==> config.mk <==
export PLATFORM = sky130hd
export DESIGN_NAME = multi_channel_task_watchdog
export DESIGN_NICKNAME = d
export VERILOG_FILES = /design/src/hdl/mctw_pkg.sv /design/src/hdl/multi_channel_task_watchdog.sv /design/src/hdl/mctw_cell.sv
export SDC_FILE = /design/constraint.sdc
export NUM_CORES = 1
export LEC_CHECK = 0
export ABC_AREA = 1
export BUFFER_PORTS_ARGS = -buffer_cell sky130_fd_sc_hd__buf_4
export CORE_MARGIN = 10
export CORE_UTILIZATION = 47
export DETAILED_ROUTE_END_ITERATION = 12
export GPL_ROUTABILITY_DRIVEN = 0
export PLACE_DENSITY = 0.6
export SKIP_CTS_REPAIR_TIMING = 1
export SLEW_MARGIN = 20
export SYNTH_ARGS = -nofsm -noshare
export SYNTH_HDL_FRONTEND = slang
export SYNTH_SLANG_ARGS = --single-unit
==> constraint.sdc <==
create_clock -name clock -period 9.24 [get_ports clock]
set_input_delay 1.386 -clock clock [delete_from_list [all_inputs] [get_ports clock]]
set_output_delay 1.386 -clock clock [all_outputs]
set_load 0.005 [all_outputs]
==> src/hdl/mctw_pkg.sv <==
// ============================================================================
// mctw_pkg
// Shared types, constants and helpers of the multi-channel task watchdog.
// ============================================================================
package mctw_pkg;

   localparam int CHANNELS = 8;
   localparam int TICK_MS  = 50;

   localparam int CH_W     = 4;
   localparam int CH_IDX_W = (CHANNELS > 1) ? $clog2(CHANNELS) : 1;
   localparam int TICK_W   = 11;
   localparam int MS_W     = 16;
   localparam int CNT_W    = 16;

   localparam logic [TICK_W-1:0] TICK_MAX = {TICK_W{1'b1}};
   localparam logic [CH_W:0]     CH_LIMIT = (CH_W+1)'(CHANNELS);
   localparam logic [CNT_W-1:0]  CNT_MAX  = {CNT_W{1'b1}};

   // floor(ms / TICK_MS) as (ms * RECIP) >> RECIP_SHIFT, exact for ms * TICK_MS < 2**26
   localparam int          RECIP_SHIFT = 26;
   localparam int          RECIP_W     = RECIP_SHIFT + 1;
   localparam int          PROD_W      = MS_W + RECIP_W;
   localparam longint      RECIP_L     = ((64'd1 << RECIP_SHIFT) + TICK_MS - 1) / TICK_MS;
   localparam logic [RECIP_W-1:0] RECIP = RECIP_W'(RECIP_L);

   localparam int REQ_W      = 24;
   localparam int RSP_W      = 16;
   localparam int CSR_ADDR_W = 3;
   localparam int CSR_DATA_W = 32;

   localparam logic CSR_FORCE   = 1'b0;
   localparam logic CSR_STARTUP = 1'b1;

   typedef enum logic [1:0] {
      CMD_ARM  = 2'd0,
      CMD_FEED = 2'd1,
      CMD_TICK = 2'd2
   } cmd_type;

   typedef enum logic [1:0] {
      FAULT_NONE    = 2'd0,
      FAULT_EXPIRED = 2'd1,
      FAULT_UNARMED = 2'd2
   } fault_type;

   typedef enum logic [1:0] {
      ST_IDLE,
      ST_SCAN,
      ST_HOLD
   } state_type;

   // token handed from cell to cell during a tick
   typedef struct packed {
      logic            active;
      logic            expired;
      logic            idle_seen;
      logic [CH_W-1:0] channel;
   } scan_type;

   // result beat, accepted in the lowest bit
   typedef struct packed {
      logic [CH_W-1:0] fault_channel;
      logic [1:0]      fault_kind;
      logic            reset_request;
      logic            feed_hardware;
      logic            accepted;
   } rsp_type;

   function automatic logic [TICK_W-1:0] ms_to_ticks(input logic [MS_W-1:0] ms);
      logic [PROD_W-1:0]             prod;
      logic [PROD_W-RECIP_SHIFT-1:0] quo;
      logic [TICK_W-1:0]             res;
      prod = PROD_W'(ms) * PROD_W'(RECIP);
      quo  = prod[PROD_W-1:RECIP_SHIFT];
      if (quo == '0) begin
         res = TICK_W'(1);
      end else if (quo > (PROD_W-RECIP_SHIFT)'(TICK_MAX)) begin
         res = TICK_MAX;
      end else begin
         res = quo[TICK_W-1:0];
      end
      return res;
   endfunction

endpackage

==> src/hdl/multi_channel_task_watchdog.sv <==
// ============================================================================
// multi_channel_task_watchdog
// Bank of per-task software watchdog channels with startup supervision.
// ============================================================================
// Request beats on req_* carry cmd, channel and timeout_ms; each one gives
// exactly one response beat on rsp_*. Arm loads an idle channel with
// timeout_ms / TICK_MS ticks (at least 1, at most 2047); feed reloads a
// channel; tick counts running channels down, up to the first expiry,
// and reports feed_hardware, reset_request or a fault with its channel.
// One request is in work at a time. Arm, feed and unknown commands go from
// acceptance to the hold state and then into the output register. A tick
// walks a token down the row of CHANNELS cells, one cell per cycle, and
// then goes through the hold state; a tick while stopped or forced goes
// straight to the hold state. A new request is taken the cycle after the result
// moves into the output register, even if that register is still held.
// A stalled rsp_tready holds the output beat and, once the next result is
// finished, the request side too.
// Reset clears all channels to idle, the stop and startup state, and the
// registers to force_reboot = 0 and startup_ticks = 400.
// CSR: force_reboot at 0x0, startup_ticks at 0x4.
module multi_channel_task_watchdog (
   input  logic                                clock,
   input  logic                                reset,
   input  logic                                req_tvalid,
   output logic                                req_tready,
   input  logic [mctw_pkg::REQ_W-1:0]          req_tdata,   // cmd, channel, timeout_ms
   output logic                                rsp_tvalid,
   input  logic                                rsp_tready,
   output logic [mctw_pkg::RSP_W-1:0]          rsp_tdata,   // accepted, feed_hardware,
                                                            // reset_request, fault_kind,
                                                            // fault_channel
   input  logic                                csr_psel,
   input  logic                                csr_penable,
   input  logic                                csr_pwrite,
   input  logic [mctw_pkg::CSR_ADDR_W-1:0]     csr_paddr,
   input  logic [mctw_pkg::CSR_DATA_W-1:0]     csr_pwdata,
   output logic [mctw_pkg::CSR_DATA_W-1:0]     csr_prdata,
   output logic                                csr_pready
);

   localparam int N = mctw_pkg::CHANNELS;

   mctw_pkg::state_type            state_ff, state_in;
   logic                           force_ff, force_in;
   logic [mctw_pkg::CNT_W-1:0]     startup_ticks_ff, startup_ticks_in;
   logic [mctw_pkg::CNT_W-1:0]     startup_count_ff, startup_count_in;
   logic                           startup_done_ff, startup_done_in;
   logic                           stopped_ff, stopped_in;
   mctw_pkg::rsp_type              pend_ff, pend_in;
   mctw_pkg::rsp_type              rsp_ff, rsp_in;
   logic                           rsp_valid_ff, rsp_valid_in;

   logic [1:0]                     req_cmd;
   logic [mctw_pkg::CH_W-1:0]      req_channel;
   logic [mctw_pkg::MS_W-1:0]      req_timeout_ms;
   logic                           accept;
   logic                           in_range;
   logic [mctw_pkg::CH_IDX_W-1:0]  ch_idx;
   logic                           sel_running;
   logic                           launch;
   logic                           out_free;
   logic                           csr_write;
   logic [mctw_pkg::TICK_W-1:0]    arm_ticks;

   logic [N-1:0]                   running_vec;
   logic [N-1:0]                   arm_vec;
   logic [N-1:0]                   feed_vec;
   logic [N-1:0]                   active_vec;
   mctw_pkg::scan_type             chain [N+1];
   mctw_pkg::scan_type             tail;

   assign req_cmd        = req_tdata[1:0];
   assign req_channel    = req_tdata[5:2];
   assign req_timeout_ms = req_tdata[21:6];

   assign req_tready  = (state_ff == mctw_pkg::ST_IDLE);
   assign accept      = req_tvalid && req_tready;
   assign in_range    = {1'b0, req_channel} < mctw_pkg::CH_LIMIT;
   assign ch_idx      = req_channel[mctw_pkg::CH_IDX_W-1:0];
   assign sel_running = running_vec[ch_idx];
   assign arm_ticks   = mctw_pkg::ms_to_ticks(req_timeout_ms);
   assign launch      = accept && (req_cmd == mctw_pkg::CMD_TICK) && !force_ff && !stopped_ff;
   assign out_free    = !rsp_valid_ff || rsp_tready;
   assign tail        = chain[N];

   assign chain[0] = '{active: launch, expired: 1'b0, idle_seen: 1'b0, channel: '0};

   for (genvar g = 0; g < N; g++) begin : g_cell
      assign arm_vec[g]  = accept && (req_cmd == mctw_pkg::CMD_ARM) && in_range
                           && !sel_running && (ch_idx == mctw_pkg::CH_IDX_W'(g));
      assign feed_vec[g] = accept && (req_cmd == mctw_pkg::CMD_FEED) && in_range
                           && (ch_idx == mctw_pkg::CH_IDX_W'(g));
      assign active_vec[g] = chain[g+1].active;

      mctw_cell u_cell (
         .clock        (clock),
         .reset        (reset),
         .cell_index   (mctw_pkg::CH_W'(g)),
         .arm          (arm_vec[g]),
         .feed         (feed_vec[g]),
         .reload_value (arm_ticks),
         .chain_in     (chain[g]),
         .running      (running_vec[g]),
         .chain_out    (chain[g+1])
      );
   end

   // next state
   always_comb begin
      state_in = state_ff;
      unique case (state_ff)
         mctw_pkg::ST_IDLE: begin
            if (accept) begin
               state_in = launch ? mctw_pkg::ST_SCAN : mctw_pkg::ST_HOLD;
            end
         end
         mctw_pkg::ST_SCAN: begin
            if (tail.active) begin
               state_in = mctw_pkg::ST_HOLD;
            end
         end
         mctw_pkg::ST_HOLD: begin
            if (out_free) begin
               state_in = mctw_pkg::ST_IDLE;
            end
         end
         default: state_in = mctw_pkg::ST_IDLE;
      endcase
   end

   // outputs of the sequencer
   always_comb begin
      pend_in          = pend_ff;
      stopped_in       = stopped_ff;
      startup_count_in = startup_count_ff;
      startup_done_in  = startup_done_ff;
      rsp_in           = rsp_ff;
      rsp_valid_in     = rsp_valid_ff && !rsp_tready;

      if (accept) begin
         pend_in = '0;
         case (req_cmd)
            mctw_pkg::CMD_ARM: begin
               pend_in.accepted = in_range && !sel_running;
            end
            mctw_pkg::CMD_TICK: begin
               if (force_ff || stopped_ff) begin
                  pend_in.reset_request = 1'b1;
               end else if (!startup_done_ff && startup_count_ff != mctw_pkg::CNT_MAX) begin
                  startup_count_in = startup_count_ff + mctw_pkg::CNT_W'(1);
               end
            end
            default: ;
         endcase
      end

      if (state_ff == mctw_pkg::ST_SCAN && tail.active) begin
         if (tail.expired) begin
            stopped_in            = 1'b1;
            pend_in.fault_kind    = mctw_pkg::FAULT_EXPIRED;
            pend_in.fault_channel = tail.channel;
         end else if (startup_count_ff < startup_ticks_ff || startup_done_ff) begin
            pend_in.feed_hardware = 1'b1;
         end else if (tail.idle_seen) begin
            stopped_in            = 1'b1;
            pend_in.fault_kind    = mctw_pkg::FAULT_UNARMED;
            pend_in.fault_channel = tail.channel;
         end else begin
            startup_done_in       = 1'b1;
            pend_in.feed_hardware = 1'b1;
         end
      end

      if (state_ff == mctw_pkg::ST_HOLD && out_free) begin
         rsp_in       = pend_ff;
         rsp_valid_in = 1'b1;
      end
   end

   // configuration registers
   assign csr_pready = 1'b1;
   assign csr_write  = csr_psel && csr_penable && csr_pwrite && csr_pready;

   always_comb begin
      force_in         = force_ff;
      startup_ticks_in = startup_ticks_ff;
      csr_prdata       = '0;
      unique case (csr_paddr[2])
         mctw_pkg::CSR_FORCE: begin
            csr_prdata[0] = force_ff;
            if (csr_write) begin
               force_in = csr_pwdata[0];
            end
         end
         mctw_pkg::CSR_STARTUP: begin
            csr_prdata[mctw_pkg::CNT_W-1:0] = startup_ticks_ff;
            if (csr_write) begin
               startup_ticks_in = csr_pwdata[mctw_pkg::CNT_W-1:0];
            end
         end
         default: ;
      endcase
   end

   always_ff @(posedge clock) begin
      pend_ff <= pend_in;
      rsp_ff  <= rsp_in;
   end

   always_ff @(posedge clock) begin
      if (reset) begin
         state_ff         <= mctw_pkg::ST_IDLE;
         force_ff         <= 1'b0;
         startup_ticks_ff <= mctw_pkg::CNT_W'(400);
         startup_count_ff <= '0;
         startup_done_ff  <= 1'b0;
         stopped_ff       <= 1'b0;
         rsp_valid_ff     <= 1'b0;
      end else begin
         state_ff         <= state_in;
         force_ff         <= force_in;
         startup_ticks_ff <= startup_ticks_in;
         startup_count_ff <= startup_count_in;
         startup_done_ff  <= startup_done_in;
         stopped_ff       <= stopped_in;
         rsp_valid_ff     <= rsp_valid_in;
      end
   end

   assign rsp_tvalid = rsp_valid_ff;
   assign rsp_tdata  = {{(mctw_pkg::RSP_W - $bits(mctw_pkg::rsp_type)){1'b0}}, rsp_ff};

   // a stop latches until reset
   a_stop_sticky: assert property (@(posedge clock) disable iff (reset)
      stopped_ff |=> stopped_ff)
      else $error("stop state cleared without reset");

   // startup supervision never reopens
   a_done_sticky: assert property (@(posedge clock) disable iff (reset)
      startup_done_ff |=> startup_done_ff)
      else $error("startup_done cleared without reset");

   // at most one scan token in the row, and only while scanning
   a_one_token: assert property (@(posedge clock) disable iff (reset)
      $onehot0(active_vec) && (active_vec == '0 || state_ff == mctw_pkg::ST_SCAN))
      else $error("scan token duplicated or stray");

   // a fault never feeds the hardware watchdog
   a_fault_no_feed: assert property (@(posedge clock) disable iff (reset)
      rsp_valid_ff && rsp_ff.fault_kind != mctw_pkg::FAULT_NONE |->
      !rsp_ff.feed_hardware && !rsp_ff.reset_request)
      else $error("fault reported together with feed or reset");

endmodule

==> src/hdl/mctw_cell.sv <==
// ============================================================================
// mctw_cell
// One watchdog channel: reload and remaining tick counts, running flag, and
// one stage of the tick scan chain.
// ============================================================================
module mctw_cell (
   input  logic                         clock,
   input  logic                         reset,
   input  logic [mctw_pkg::CH_W-1:0]    cell_index,
   input  logic                         arm,
   input  logic                         feed,
   input  logic [mctw_pkg::TICK_W-1:0]  reload_value,
   input  mctw_pkg::scan_type           chain_in,
   output logic                         running,
   output mctw_pkg::scan_type           chain_out
);

   logic [mctw_pkg::TICK_W-1:0] reload_ff, reload_in;
   logic [mctw_pkg::TICK_W-1:0] remaining_ff, remaining_in;
   logic                        running_ff, running_in;
   mctw_pkg::scan_type          link_ff, link_in;
   logic [mctw_pkg::TICK_W-1:0] dec;

   always_comb begin
      reload_in    = reload_ff;
      remaining_in = remaining_ff;
      running_in   = running_ff;
      link_in      = chain_in;
      dec          = remaining_ff - mctw_pkg::TICK_W'(1);
      if (arm) begin
         reload_in    = reload_value;
         remaining_in = reload_value;
         running_in   = 1'b1;
      end else if (feed) begin
         remaining_in = reload_ff;
      end else if (chain_in.active && !chain_in.expired) begin
         if (running_ff) begin
            remaining_in = dec;
            if (dec == '0) begin
               link_in.expired = 1'b1;
               link_in.channel = cell_index;
            end
         end else if (!chain_in.idle_seen) begin
            link_in.idle_seen = 1'b1;
            link_in.channel   = cell_index;
         end
      end
   end

   always_ff @(posedge clock) begin
      reload_ff    <= reload_in;
      remaining_ff <= remaining_in;
   end

   always_ff @(posedge clock) begin
      if (reset) begin
         running_ff <= 1'b0;
         link_ff    <= '0;
      end else begin
         running_ff <= running_in;
         link_ff    <= link_in;
      end
   end

   assign running   = running_ff;
   assign chain_out = link_ff;

endmodule
==> impl_metrics.json <==
{
  "insertedDiodeCount": 0,
  "ir_worst_vdd_v": 0.000273,
  "wl_met1_um": 21900,
  "wl_per_cell_um": 15.8,
  "final_cell_mix": "487 x nand2_1, 454 x inv_1, 202 x nor2_1",
  "crit_path_frequent_cell": "nand2_1",
  "slew_headroom_pct": 28.0,
  "cap_violations": 0,
  "antenna_found_initial": 0,
  "cts_root_buf": "clkbuf_16",
  "hp-class": "flop to flop",
  "finalCriticalPeriod_ns": 6.83,
  "clkLatencyLatePin_ns": 0.52,
  "num_vias": 15000,
  "via_per_inst": 5.06,
  "finalSetupViolations": 0,
  "netlist_area_um2": 19800,
  "drt_pass1_iterations": 5,
  "grt_pass1_vias": 14800,
  "clock-sinks": 281,
  "rows": 75,
  "rrSetupSlack_ns": 6.03,
  "leakage_nw": 10.3,
  "cts.clk_slew.worst_paths_ns": 0.05,
  "seq_area_frac_synth_pct": 37.8,
  "grt_usage_pct": 18.8,
  "ys.flop_type": "edfxtp_1",
  "crit_path_end_kind": "flop",
  "period_share_pct": 73.9,
  "start_util_pct": 47.3,
  "h-tree-depth": 2,
  "worstHoldStart": "pend_ff[2]",
  "status": "finished, final reports clean",
  "die_y_um": 225,
  "rsz0062_at_grt": "false",
  "max_stage_delay_ns": 0.56,
  "syn2layout_area_growth_pct": 10.7,
  "setup_tns_ns": 0,
  "antenna_left": 0,
  "worst-setup-path-type": "primary input to flop",
  "syn_inst": 2343,
  "finalWirelength_um": 47100,
  "crit_path_top_delay_cell": "fa_1",
  "final_common_cell": "nand2_1",
  "synth_edf_count": 187,
  "grt_pass1_wl_um": 76600,
  "grt-ovfl-total": 0,
  "place_ws_ns": 1.81,
  "crit_fanout": 16,
  "clockBufferDepth": 3,
  "io_pins": 117,
  "core_region_area_um2": 41900,
  "fillers": 3887,
  "highest_layer": "met4",
  "r2r_start": "state_ff[0]",
  "worstPathArrival_ns": 7.21,
  "worst_slew_pin_slew_ns": 1.08,
  "die_w_um": 225,
  "synth_cell_types": 54,
  "dr_wl_met3_um": 2470,
  "drtIter0Drc": 924,
  "die_area_um2": 50800,
  "grt_max_degree": 52,
  "avgSynthCellArea_um2": 8.46,
  "synth-seq-cells": 281,
  "port-buffer-count": 72,
  "critPathLaunch": "req_tdata[10]",
  "met2_length_um": 21700,
  "finalWorstSetupSlack_ns": 2.41,
  "slew_violations": 0,
  "finalClockSkew_ns": 0.0239,
  "cts_made_buffers": 34,
  "drive_above_1_share_pct": 7.60,
  "cp.required_ns": 9.62,
  "setup.worst_path.start_class": "primary input",
  "drc": 0,
  "cts_tree": "done",
  "clock.fmax_mhz": 146,
  "nNetsFinal": 2746,
  "async_reset_ff_share_pct": 0,
  "hold_viol": 0,
  "power.density_nw_per_um2": 320,
  "ys_warn_count": 0,
  "place_hpwl_um": 35600
}
kinds of logic (layout without fill, tap and decap cells):
group	after synthesis	in the layout	share of synthesized area (%)
AOI/OAI and AO/OA	298	298	8.32
xor gates and xnor gates	58	58	2.56
adders and majority gates	270	270	20.8
buffers and inverters	536	606	10.8
DFF	281	281	37.8
muxes	10	10	0.550
other	2	24	0.0379
and+or+nand+nor	888	888	19.1
final cells by class:
class | instances | area [um^2] | area share [%]
inverters | 470 | 1770 | 8.05
well taps | 539 | 674 | 3.07
repair buffers | 75 | 561 | 2.56
multi-input cells | 1548 | 10200 | 46.7
clock buffers | 49 | 970 | 4.42
flip-flops and latches | 281 | 7500 | 34.2
clock inverters | 12 | 219 | 0.998
cells in the mapped netlist (2+ instances only):
| cell type | count | area [um^2] |
|---|---|---|
| nor2_4 | 4 | 45.0 |
| nand3_1 | 91 | 455 |
| edfxtp_1 | 187 | 5620 |
| inv_2 | 13 | 48.8 |
| buf_4 | 24 | 180 |
| nand3b_1 | 5 | 37.5 |
| o21ai_0 | 108 | 541 |
| nand4_1 | 27 | 169 |
| nor2_1 | 202 | 758 |
| a31oi_1 | 31 | 194 |
| fa_1 | 98 | 1960 |
| o21bai_1 | 8 | 60.1 |
| nand2_2 | 19 | 119 |
| mux2i_1 | 3 | 30.0 |
| buf_1 | 2 | 7.51 |
| nor4_1 | 13 | 81.3 |
| buf_2 | 16 | 80.1 |
| buf_6 | 3 | 33.8 |
| xnor2_1 | 24 | 210 |
| nor2_2 | 4 | 25.0 |
| nand2_1 | 487 | 1830 |
| ha_1 | 172 | 2150 |
| a21oi_1 | 92 | 460 |
| o21ai_1 | 24 | 120 |
| inv_1 | 455 | 1710 |
| dfxtp_1 | 94 | 1880 |
| mux2_2 | 7 | 78.8 |
| clkbuf_1 | 21 | 78.8 |
| o21a_1 | 5 | 37.5 |
| o211ai_1 | 21 | 158 |
| conb_1 | 2 | 7.51 |
| nor3_1 | 21 | 105 |
| or2_2 | 3 | 18.8 |
| nor3b_1 | 3 | 22.5 |
| xor2_1 | 34 | 298 |
| and3_1 | 2 | 12.5 |
state kept, by name (all words and copies together) (netlist names):
signal / cells
rsp_tvalid: 1
state_ff: 2
g_cell.u_cell.running: 8
g_cell.u_cell.remaining_ff: 88
stopped_ff: 1
force_ff: 1
startup_done_ff: 1
startup_count_ff: 16
startup_ticks_ff: 16
g_cell.u_cell.chain_out: 41
g_cell.u_cell.reload_ff: 88
pend_ff: 9
rsp_tdata: 9
final timing paths:
kind | end | depth (start not counted)
max | g_cell[1].u_cell.remaining_ff[0] | 26
min | rsp_tdata[2] | 0
max reg2reg | g_cell[0].u_cell.remaining_ff[4] | 8
min reg2reg | rsp_tdata[2] | 0
power by group:
part	switching [W]	internal, W
clock	0.000530	0.000900
sequential	0.00000673	0.00162
combinational	0.00287	0.00110
total	0.00340	0.00362
through the flow:
step / cell area, um^2 / hold slack, ns / std cells / utilization (%) / total power [W]
5_1_grt: 21900 / 0.429 / 2974 / 52.4 / 0.00770
2_1_floorplan: 19900 / 0.400 / 2365 / - / 0.00418
4_1_cts: 21900 / 0.426 / 2972 / 52.4 / 0.00712
6_report: 21900 / 0.426 / 2974 / 52.4 / 0.00703
3_5_place_dp: 20700 / 0.413 / 2911 / 49.5 / 0.00566
3_3_place_gp: 20700 / 0.406 / 2911 / 49.5 / 0.00564
critical path: cells and delay by family:
kind | cells | cell delay, ns
adder cells (fa/ha/maj) | 7 | 3.45
buffers and inverters | 6 | 0.48
AND/OR/NAND/NOR | 12 | 1.67
AO/OA/AOI/OAI | 1 | 0.18
per-layer routing:
| layer | track usage, % | vias to the layer above |
|---|---|---|
| li1 | - | 7607 |
| met1 | 25.4 | 7000 |
| met2 | 31.0 | 360 |
| met3 | 2.69 | 68 |
| met4 | 4.73 | 0 |
| met5 | 0 | - |
Power figures use the tool's default switching activity.
